===== src/hdl/cmoe_pkg.sv =====
package cmoe_pkg;

  typedef enum logic [4:0] {
    OP_IMM     = 5'd0,
    OP_ABS     = 5'd1,
    OP_ABS_NRD = 5'd2,
    OP_PSET    = 5'd3,
    OP_PUNSET  = 5'd4,
    OP_TAX     = 5'd5,
    OP_TAY     = 5'd6,
    OP_TSX     = 5'd7,
    OP_TXA     = 5'd8,
    OP_TXS     = 5'd9,
    OP_TYA     = 5'd10,
    OP_BSET    = 5'd11,
    OP_BUNSET  = 5'd12,
    OP_STA     = 5'd13,
    OP_LDA     = 5'd14,
    OP_LDX     = 5'd15,
    OP_LDY     = 5'd16
  } opcode_e;

  localparam logic [7:0] SignBit = 8'h80;
  localparam logic [7:0] ZeroBit = 8'h02;

  typedef struct packed {
    logic        [4:0]  opcode;
    logic        [1:0]  length;
    logic        [15:0] payload;
    logic signed [7:0]  branch_offset;
    logic        [7:0]  read_data;
  } op_item_t;

  typedef struct packed {
    logic [15:0] pc_out;
    logic [7:0]  acc_out;
    logic [7:0]  xreg_out;
    logic [7:0]  yreg_out;
    logic [7:0]  stack_out;
    logic [7:0]  status_out;
    logic        write_valid;
    logic [15:0] write_addr;
    logic [7:0]  write_byte;
    logic        read_valid;
    logic [15:0] read_addr;
    logic        unknown_op;
  } res_item_t;

  typedef struct packed {
    logic [15:0] pc;
    logic [7:0]  acc;
    logic [7:0]  x;
    logic [7:0]  y;
    logic [7:0]  sp;
    logic [7:0]  flags;
    logic [7:0]  oper;
    logic [15:0] addr;
  } arch_t;

endpackage


===== src/hdl/cmoe_op_if.sv =====
interface cmoe_op_if;
  logic        valid;
  logic        ready;
  logic [4:0]  opcode;
  logic [1:0]  length;
  logic [15:0] payload;
  logic signed [7:0] branch_offset;
  logic [7:0]  read_data;

  modport source (
    output valid, opcode, length, payload, branch_offset, read_data,
    input  ready
  );
  modport sink (
    input  valid, opcode, length, payload, branch_offset, read_data,
    output ready
  );
endinterface


===== src/hdl/cmoe_res_if.sv =====
interface cmoe_res_if;
  logic        valid;
  logic        ready;
  logic [15:0] pc_out;
  logic [7:0]  acc_out;
  logic [7:0]  xreg_out;
  logic [7:0]  yreg_out;
  logic [7:0]  stack_out;
  logic [7:0]  status_out;
  logic        write_valid;
  logic [15:0] write_addr;
  logic [7:0]  write_byte;
  logic        read_valid;
  logic [15:0] read_addr;
  logic        unknown_op;

  modport source (
    output valid, pc_out, acc_out, xreg_out, yreg_out, stack_out, status_out,
           write_valid, write_addr, write_byte, read_valid, read_addr, unknown_op,
    input  ready
  );
  modport sink (
    input  valid, pc_out, acc_out, xreg_out, yreg_out, stack_out, status_out,
           write_valid, write_addr, write_byte, read_valid, read_addr, unknown_op,
    output ready
  );
endinterface


===== src/hdl/cpu_micro_op_executor.sv =====
// Micro-op executor for an 8-bit CPU core.
// op_i:  one word per micro-op (opcode, length, payload, branch_offset,
//        read_data), valid/ready handshake.
// res_o: one word per micro-op with the register file after the op and
//        the memory read/write it implied, valid/ready handshake.
// A word accepted on op_i moves through the input register, then the
// result register onto res_o. Throughput: one micro-op per cycle while
// res_o.ready is high; the input and result registers let a new word enter
// while the previous result waits. The architectural registers update as
// the op enters the result register; the next op sees them with no bubble.
// Reset: PC, A, X, Y, S, P and both latches clear to zero; both stages
// come up empty.
// Stall: while res_o.ready is low the result holds, one more word is taken
// into the input register, then op_i.ready drops until the result drains.
module cpu_micro_op_executor (
  input  logic            clk_i,
  input  logic            rst_ni,
  cmoe_op_if.sink         op_i,
  cmoe_res_if.source      res_o
);

  logic                  in_valid_q, in_valid_d;
  cmoe_pkg::op_item_t    in_item_q;
  logic                  out_valid_q, out_valid_d;
  cmoe_pkg::res_item_t   out_q, out_d;
  cmoe_pkg::arch_t       st_q, st_d;
  logic                  take, advance;

  assign advance    = in_valid_q && (!out_valid_q || res_o.ready);
  assign op_i.ready = !in_valid_q || advance;
  assign take       = op_i.valid && op_i.ready;

  assign in_valid_d  = take || (in_valid_q && !advance);
  assign out_valid_d = advance || (out_valid_q && !res_o.ready);

  cmoe_exec u_exec (
    .st_i     (st_q),
    .item_i   (in_item_q),
    .st_nxt_o (st_d),
    .res_o    (out_d)
  );

  always_ff @(posedge clk_i or negedge rst_ni) begin
    if (!rst_ni) begin
      in_valid_q  <= 1'b0;
      out_valid_q <= 1'b0;
      st_q        <= '0;
    end else begin
      in_valid_q  <= in_valid_d;
      out_valid_q <= out_valid_d;
      if (advance) begin
        st_q <= st_d;
      end
    end
  end

  always_ff @(posedge clk_i) begin
    if (take) begin
      in_item_q.opcode        <= op_i.opcode;
      in_item_q.length        <= op_i.length;
      in_item_q.payload       <= op_i.payload;
      in_item_q.branch_offset <= op_i.branch_offset;
      in_item_q.read_data     <= op_i.read_data;
    end
    if (advance) begin
      out_q <= out_d;
    end
  end

  assign res_o.valid       = out_valid_q;
  assign res_o.pc_out      = out_q.pc_out;
  assign res_o.acc_out     = out_q.acc_out;
  assign res_o.xreg_out    = out_q.xreg_out;
  assign res_o.yreg_out    = out_q.yreg_out;
  assign res_o.stack_out   = out_q.stack_out;
  assign res_o.status_out  = out_q.status_out;
  assign res_o.write_valid = out_q.write_valid;
  assign res_o.write_addr  = out_q.write_addr;
  assign res_o.write_byte  = out_q.write_byte;
  assign res_o.read_valid  = out_q.read_valid;
  assign res_o.read_addr   = out_q.read_addr;
  assign res_o.unknown_op  = out_q.unknown_op;

endmodule


===== src/hdl/cmoe_exec.sv =====
module cmoe_exec (
  input  cmoe_pkg::arch_t     st_i,
  input  cmoe_pkg::op_item_t  item_i,
  output cmoe_pkg::arch_t     st_nxt_o,
  output cmoe_pkg::res_item_t res_o
);

  function automatic logic [7:0] nz_flags(input logic [7:0] f, input logic [7:0] v);
    logic [7:0] r;
    r = f & ~(cmoe_pkg::SignBit | cmoe_pkg::ZeroBit);
    r = r | (v & cmoe_pkg::SignBit);
    if (v == 8'h00) begin
      r = r | cmoe_pkg::ZeroBit;
    end
    return r;
  endfunction

  logic [7:0]  mask;
  logic [15:0] pc_adv;
  logic [15:0] disp;
  logic [15:0] pc_br;
  logic        flag_hit;

  assign mask     = item_i.payload[7:0];
  assign pc_adv   = st_i.pc + {14'd0, item_i.length};
  assign disp     = {{8{item_i.branch_offset[7]}}, item_i.branch_offset};
  assign pc_br    = pc_adv + disp;
  assign flag_hit = |(st_i.flags & mask);

  cmoe_pkg::arch_t nxt;
  logic        wv, rv, unk;
  logic [15:0] wa, ra;
  logic [7:0]  wb;

  always_comb begin
    nxt    = st_i;
    nxt.pc = pc_adv;
    wv  = 1'b0;
    wa  = 16'd0;
    wb  = 8'd0;
    rv  = 1'b0;
    ra  = 16'd0;
    unk = 1'b0;
    case (item_i.opcode)
      cmoe_pkg::OP_IMM: begin
        nxt.oper = mask;
      end
      cmoe_pkg::OP_ABS: begin
        nxt.addr = item_i.payload;
        nxt.oper = item_i.read_data;
        rv = 1'b1;
        ra = item_i.payload;
      end
      cmoe_pkg::OP_ABS_NRD: begin
        nxt.addr = item_i.payload;
      end
      cmoe_pkg::OP_PSET: begin
        nxt.flags = st_i.flags | mask;
      end
      cmoe_pkg::OP_PUNSET: begin
        nxt.flags = st_i.flags & ~mask;
      end
      cmoe_pkg::OP_TAX: begin
        nxt.oper  = st_i.acc;
        nxt.x     = st_i.acc;
        nxt.flags = nz_flags(st_i.flags, st_i.acc);
      end
      cmoe_pkg::OP_TAY: begin
        nxt.oper  = st_i.acc;
        nxt.y     = st_i.acc;
        nxt.flags = nz_flags(st_i.flags, st_i.acc);
      end
      cmoe_pkg::OP_TSX: begin
        nxt.oper  = st_i.sp;
        nxt.x     = st_i.sp;
        nxt.flags = nz_flags(st_i.flags, st_i.sp);
      end
      cmoe_pkg::OP_TXA: begin
        nxt.oper  = st_i.x;
        nxt.acc   = st_i.x;
        nxt.flags = nz_flags(st_i.flags, st_i.x);
      end
      cmoe_pkg::OP_TXS: begin
        nxt.oper = st_i.x;
        nxt.sp   = st_i.x;
      end
      cmoe_pkg::OP_TYA: begin
        nxt.oper  = st_i.y;
        nxt.acc   = st_i.y;
        nxt.flags = nz_flags(st_i.flags, st_i.y);
      end
      cmoe_pkg::OP_BSET: begin
        if (flag_hit) begin
          nxt.pc = pc_br;
        end
      end
      cmoe_pkg::OP_BUNSET: begin
        if (!flag_hit) begin
          nxt.pc = pc_br;
        end
      end
      cmoe_pkg::OP_STA: begin
        wv = 1'b1;
        wa = st_i.addr;
        wb = st_i.acc;
      end
      cmoe_pkg::OP_LDA: begin
        nxt.acc   = st_i.oper;
        nxt.flags = nz_flags(st_i.flags, st_i.oper);
      end
      cmoe_pkg::OP_LDX: begin
        nxt.x     = st_i.oper;
        nxt.flags = nz_flags(st_i.flags, st_i.oper);
      end
      cmoe_pkg::OP_LDY: begin
        nxt.y     = st_i.oper;
        nxt.flags = nz_flags(st_i.flags, st_i.oper);
      end
      default: begin
        // unrecognized op: state untouched, pc not advanced
        nxt = st_i;
        unk = 1'b1;
      end
    endcase
  end

  assign st_nxt_o = nxt;

  always_comb begin
    res_o.pc_out      = nxt.pc;
    res_o.acc_out     = nxt.acc;
    res_o.xreg_out    = nxt.x;
    res_o.yreg_out    = nxt.y;
    res_o.stack_out   = nxt.sp;
    res_o.status_out  = nxt.flags;
    res_o.write_valid = wv;
    res_o.write_addr  = wa;
    res_o.write_byte  = wb;
    res_o.read_valid  = rv;
    res_o.read_addr   = ra;
    res_o.unknown_op  = unk;
  end

endmodule


===== src/flat_wrapper.sv =====
// flat-port wrapper written by rule: the top's interface ports become plain ports
module cpu_micro_op_executor_flat 
  (clk_i, rst_ni, op_i_valid, op_i_opcode, op_i_length, op_i_payload, op_i_branch_offset, op_i_read_data, op_i_ready, res_o_valid, res_o_pc_out, res_o_acc_out, res_o_xreg_out, res_o_yreg_out, res_o_stack_out, res_o_status_out, res_o_write_valid, res_o_write_addr, res_o_write_byte, res_o_read_valid, res_o_read_addr, res_o_unknown_op, res_o_ready);
  cmoe_op_if op_i_i ();
  cmoe_res_if res_o_i ();
  input  logic clk_i;
  input  logic rst_ni;
  input wire logic [$bits(op_i_i.valid)-1:0] op_i_valid;
  input wire logic [$bits(op_i_i.opcode)-1:0] op_i_opcode;
  input wire logic [$bits(op_i_i.length)-1:0] op_i_length;
  input wire logic [$bits(op_i_i.payload)-1:0] op_i_payload;
  input wire logic [$bits(op_i_i.branch_offset)-1:0] op_i_branch_offset;
  input wire logic [$bits(op_i_i.read_data)-1:0] op_i_read_data;
  output wire logic [$bits(op_i_i.ready)-1:0] op_i_ready;
  output wire logic [$bits(res_o_i.valid)-1:0] res_o_valid;
  output wire logic [$bits(res_o_i.pc_out)-1:0] res_o_pc_out;
  output wire logic [$bits(res_o_i.acc_out)-1:0] res_o_acc_out;
  output wire logic [$bits(res_o_i.xreg_out)-1:0] res_o_xreg_out;
  output wire logic [$bits(res_o_i.yreg_out)-1:0] res_o_yreg_out;
  output wire logic [$bits(res_o_i.stack_out)-1:0] res_o_stack_out;
  output wire logic [$bits(res_o_i.status_out)-1:0] res_o_status_out;
  output wire logic [$bits(res_o_i.write_valid)-1:0] res_o_write_valid;
  output wire logic [$bits(res_o_i.write_addr)-1:0] res_o_write_addr;
  output wire logic [$bits(res_o_i.write_byte)-1:0] res_o_write_byte;
  output wire logic [$bits(res_o_i.read_valid)-1:0] res_o_read_valid;
  output wire logic [$bits(res_o_i.read_addr)-1:0] res_o_read_addr;
  output wire logic [$bits(res_o_i.unknown_op)-1:0] res_o_unknown_op;
  input wire logic [$bits(res_o_i.ready)-1:0] res_o_ready;
  assign op_i_i.valid = op_i_valid;
  assign op_i_i.opcode = op_i_opcode;
  assign op_i_i.length = op_i_length;
  assign op_i_i.payload = op_i_payload;
  assign op_i_i.branch_offset = op_i_branch_offset;
  assign op_i_i.read_data = op_i_read_data;
  assign op_i_ready = op_i_i.ready;
  assign res_o_valid = res_o_i.valid;
  assign res_o_pc_out = res_o_i.pc_out;
  assign res_o_acc_out = res_o_i.acc_out;
  assign res_o_xreg_out = res_o_i.xreg_out;
  assign res_o_yreg_out = res_o_i.yreg_out;
  assign res_o_stack_out = res_o_i.stack_out;
  assign res_o_status_out = res_o_i.status_out;
  assign res_o_write_valid = res_o_i.write_valid;
  assign res_o_write_addr = res_o_i.write_addr;
  assign res_o_write_byte = res_o_i.write_byte;
  assign res_o_read_valid = res_o_i.read_valid;
  assign res_o_read_addr = res_o_i.read_addr;
  assign res_o_unknown_op = res_o_i.unknown_op;
  assign res_o_i.ready = res_o_ready;
  cpu_micro_op_executor u_core (.clk_i(clk_i), .rst_ni(rst_ni), .op_i(op_i_i), .res_o(res_o_i));
endmodule

===== config.mk =====
export PLATFORM = sky130hd
export DESIGN_NAME = cpu_micro_op_executor_flat
export DESIGN_NICKNAME = d
export VERILOG_FILES = /design/src/hdl/cmoe_pkg.sv /design/src/hdl/cmoe_op_if.sv /design/src/hdl/cmoe_res_if.sv /design/src/hdl/cpu_micro_op_executor.sv /design/src/hdl/cmoe_exec.sv /design/src/flat_wrapper.sv
export SDC_FILE = /design/constraint.sdc
export NUM_CORES = 1
export LEC_CHECK = 0
export BUFFER_PORTS_ARGS = -buffer_cell sky130_fd_sc_hd__buf_2
export CORE_MARGIN = 10
export CORE_UTILIZATION = 30
export DETAILED_ROUTE_END_ITERATION = 10
export PLACE_DENSITY = 0.45
export SLEW_MARGIN = 20
export SYNTH_ARGS = -nofsm -noshare
export SYNTH_HDL_FRONTEND = slang
export SYNTH_HIERARCHICAL = 1
export SYNTH_SLANG_ARGS = --single-unit

===== constraint.sdc =====
create_clock -name clk_i -period 4.7 [get_ports clk_i]
set_clock_uncertainty 0.2 [all_clocks]
set_input_delay 1.175 -clock clk_i [delete_from_list [all_inputs] [get_ports clk_i]]
set_output_delay 1.175 -clock clk_i [all_outputs]
set_load 0.02 [all_outputs]

==> results.md <==
- Status: complete, no violations
- Startpoint types: flip-flop
- Predominant post-synthesis flop cell: edfxtp_1
- First-pass GRT wire length: 47,100 um
- Seq/Total Area, Yosys: between 50% and 60%
- Port bufs: roughly 140
- Vias: a little over 7,000
- RSZ-0062 raised after global routing: no
- Final setup viols: 0
- Clk sinks: 220
- CTS tree: built
- Setup crit end kind: flip-flop
- Initial DRC Count: 577
- Simple-gate portion of the synthesized area: 11.1%
- Period utilization: 85.3%
- Synthesized area per cell: roughly 13 um2
- Final setup margin: 690 ps
- Die area: 0.0452 mm2
- RePlAce Congestion: 0.850
- CP max-delay cell: fa_1
- Compound-gate portion of the synthesized area: about 10%
- Post-Route Setup TNS: 0 ps
- Initial antenna violation count: 3
- Clk slew on worst S/H paths: approximately 60 ps
- Worst skew pair latency: roughly 550 ps
- Area delta synth->final: 14.1%
- CTS resizes: 0
- Worst min path class: flip-flop to flip-flop
- Main combinational cell family by area after synthesis: multiplexers
- Filler cells: 3,625
- Final hold vios: 0
- Yosys warns: 6
- Synth top area cells: edfxtp_1 (37%), dfrtp_1 (18%), mux2_2 (9.7%)
- Crit-path max FO: 6
- GRT Resource Usage Total: 13.5%
- I/O pin count: 144
- Cell Area, Synth: 0.0111 mm2
- Die extent in y: 213 um
- Core Rows: 70
- Asr flop ratio synth: 37.3%
- Clk buf depth: 3
- Post-Synth Adder-Cell Area: 2.61%
- Max_cap viols: 0
- Crit path largest cell delay: 490 ps
- Gate Count Post-Synth: 867
- Antenna cell count: 0
- Min Tclk post-route: 4010 ps
- Slew Limit Fails: 0
- Setup Buffers After CTS: 0
- XOR/XNOR Fraction of Synth Area: about 2%
- Post-route ant nets: 0
- Worst rel slew slack: around a third
- PwrDens: 516 mW/mm2
- Layout cells sized above 1: 32.9%
- Post-synth top area share: 37.2%
- F_max: 0.249 GHz
- Mux share of post-synthesis cell area: 12.1%
- Total Wirelength: 30,700 um
- Post-synth top area cell: edfxtp_1
- Via/cell ratio: between 4 and 5
- Worst Tran Pin Value: 1020 ps
- Die extent in x: 213 um
- Dpl ws: 684 ps
- Top cells by count, synth: edfxtp_1 (138), mux2_2 (96), dfrtp_1 (82)
- Design Power: approximately 6600 uW
- Wire per inst: 21.2 um
- Number of synthesized flops with an enable pin: roughly 140
- Hold-fix buffers, CTS: 0
- DP Wirelength: 21,000 um
- Fin Hold WS: 319 ps
- Static Leak: 0.00535 uW
- WS Path Type: flip-flop to flip-flop
- Layout Nets: 1,023
- Starting Density: 30.4%
- Synth unique cells: 72
- H-tree depth: 1
- Root Buffer: clkbuf_16
- Remaining Overflow, GRT: 0
- Core outline area: approximately 0.037 mm2
- DRT Pass-1 Iters: 4
- Num CTS Buffers: 27
- Peak supply drop: about 0.25 mV
- Critical path cell sequence: ha_1, fa_1, and3_1, and3_1, xor2_1, ha_1, nand2_1, o21ai_0, a311o_1, a41oi_1, mux2_2, a211o_1, mux2_2
- Drc violations: 0
- Most common cell in the synthesized netlist: edfxtp_1
- Largest net degree at the start of global routing: 54
- Critical path arrival: 4250 ps
- Post-synthesis sequential element count: 220
- Number of global-route vias before repair: 7,391
- Data required time of the worst path: 4940 ps
- Net count after synthesis: 932
layout by cell type (no fill, tap or decap), drive strengths merged, types with 3 or more instances in the layout:
cell type	synthesis	final
edfxtp	138	138
mux2i	13	13
and2	44	44
a21o	9	9
a221oi	5	5
dfrtp	82	82
xor2	12	12
inv	9	11
a31oi	3	3
a221o	16	16
nand3b	3	3
or2	3	3
xnor2	14	14
o21a	5	5
o31ai	3	3
nor2	45	45
and3	10	10
clkbuf	4	35
clkinvlp	0	4
nand2b	9	9
mux2	104	104
o21ai	20	20
nor2b	7	7
nand4	12	12
buf	87	153
a21oi	19	19
ha	20	20
nand2	57	57
clkinv	0	9
nand3	14	14
o221ai	3	3
nor3	9	9
nor4	12	12
a22o	12	12
a22oi	35	35
layout make-up:
class,count,area (um2),area share [%]
Tap cell,468,586,4.61
Timing Repair Buffer,153,806,6.34
Clock inverter,15,97.6,0.768
Inverter,9,36.3,0.286
Sequential cell,220,6200,48.8
Clock buffer,35,746,5.87
Multi-Input combinational cell,547,4240,33.3
through the flow:
stage	instances	util (%)	cell area [um2]
floorplan	867	-	11100
global placement	1397	32.4	11900
detailed placement	1397	32.4	11900
CTS	1447	34.7	12700
global route	1447	34.7	12700
finish	1447	34.7	12700
routing by layer:
metal	up-vias	part of all wire, %	global-route usage (%)
met5	-	0.082	0
met1	3550	46	18.1
li1	3403	-	-
met4	4	1.9	3.77
met2	184	46	21.5
met3	43	6.3	2.95
worst paths after layout:
| kind | from | end | slack [ps] | depth (start not counted) |
|---|---|---|---|---|
| worst max-delay path | u_core/st_q[64] | u_core/st_q[78] | 690 | 13 |
| worst min-delay path | u_core/st_q[2] | u_core/st_q[2] | 320 | 1 |
| worst max register to register | u_core/st_q[64] | u_core/st_q[78] | 690 | 13 |
| worst min register to register | u_core/st_q[2] | u_core/st_q[2] | 320 | 1 |
| max in group asynchronous | rst_ni | u_core/st_q[11] | 3070 | 2 |
| min in group asynchronous | rst_ni | u_core/st_q[51] | 470 | 1 |
kinds of logic (layout without fill, tap and decap cells):
family	count (synthesis)	count (layout)
flip-flops	220	220
AND/OR/NAND/NOR	233	233
adder cells (fa/ha/maj)	22	22
XOR/XNOR	26	26
multiplexers	117	117
AO/OA/AOI/OAI	149	149
buffers and inverters	100	212
critical path: cells and delay by family (launching register included):
| family | cells | cell delay, ps |
|---|---|---|
| flops | 1 | 390 |
| simple gates | 3 | 630 |
| compound gates | 4 | 850 |
| mux | 2 | 620 |
| fa+ha+maj | 3 | 1060 |
| xor+xnor | 1 | 150 |
state kept, by name, summed over array words and instances, names as in the netlist, 8 cells and up:
| register | cells |
|---|---|
| u_core/st_q | 80 |
| u_core/in_item_q | 39 |
| u_core/res_o.pc_out | 16 |
| u_core/res_o.read_addr | 16 |
| u_core/res_o.write_addr | 16 |
| u_core/res_o.acc_out | 8 |
| u_core/res_o.stack_out | 8 |
| u_core/res_o.status_out | 8 |
| u_core/res_o.write_byte | 8 |
| u_core/res_o.xreg_out | 8 |
| u_core/res_o.yreg_out | 8 |
report_power, final:
group	switching (uW)	internal, uW
clock network	844	1120
logic	950	805
registers	357	2480
(Power assumes the default switching activity.)
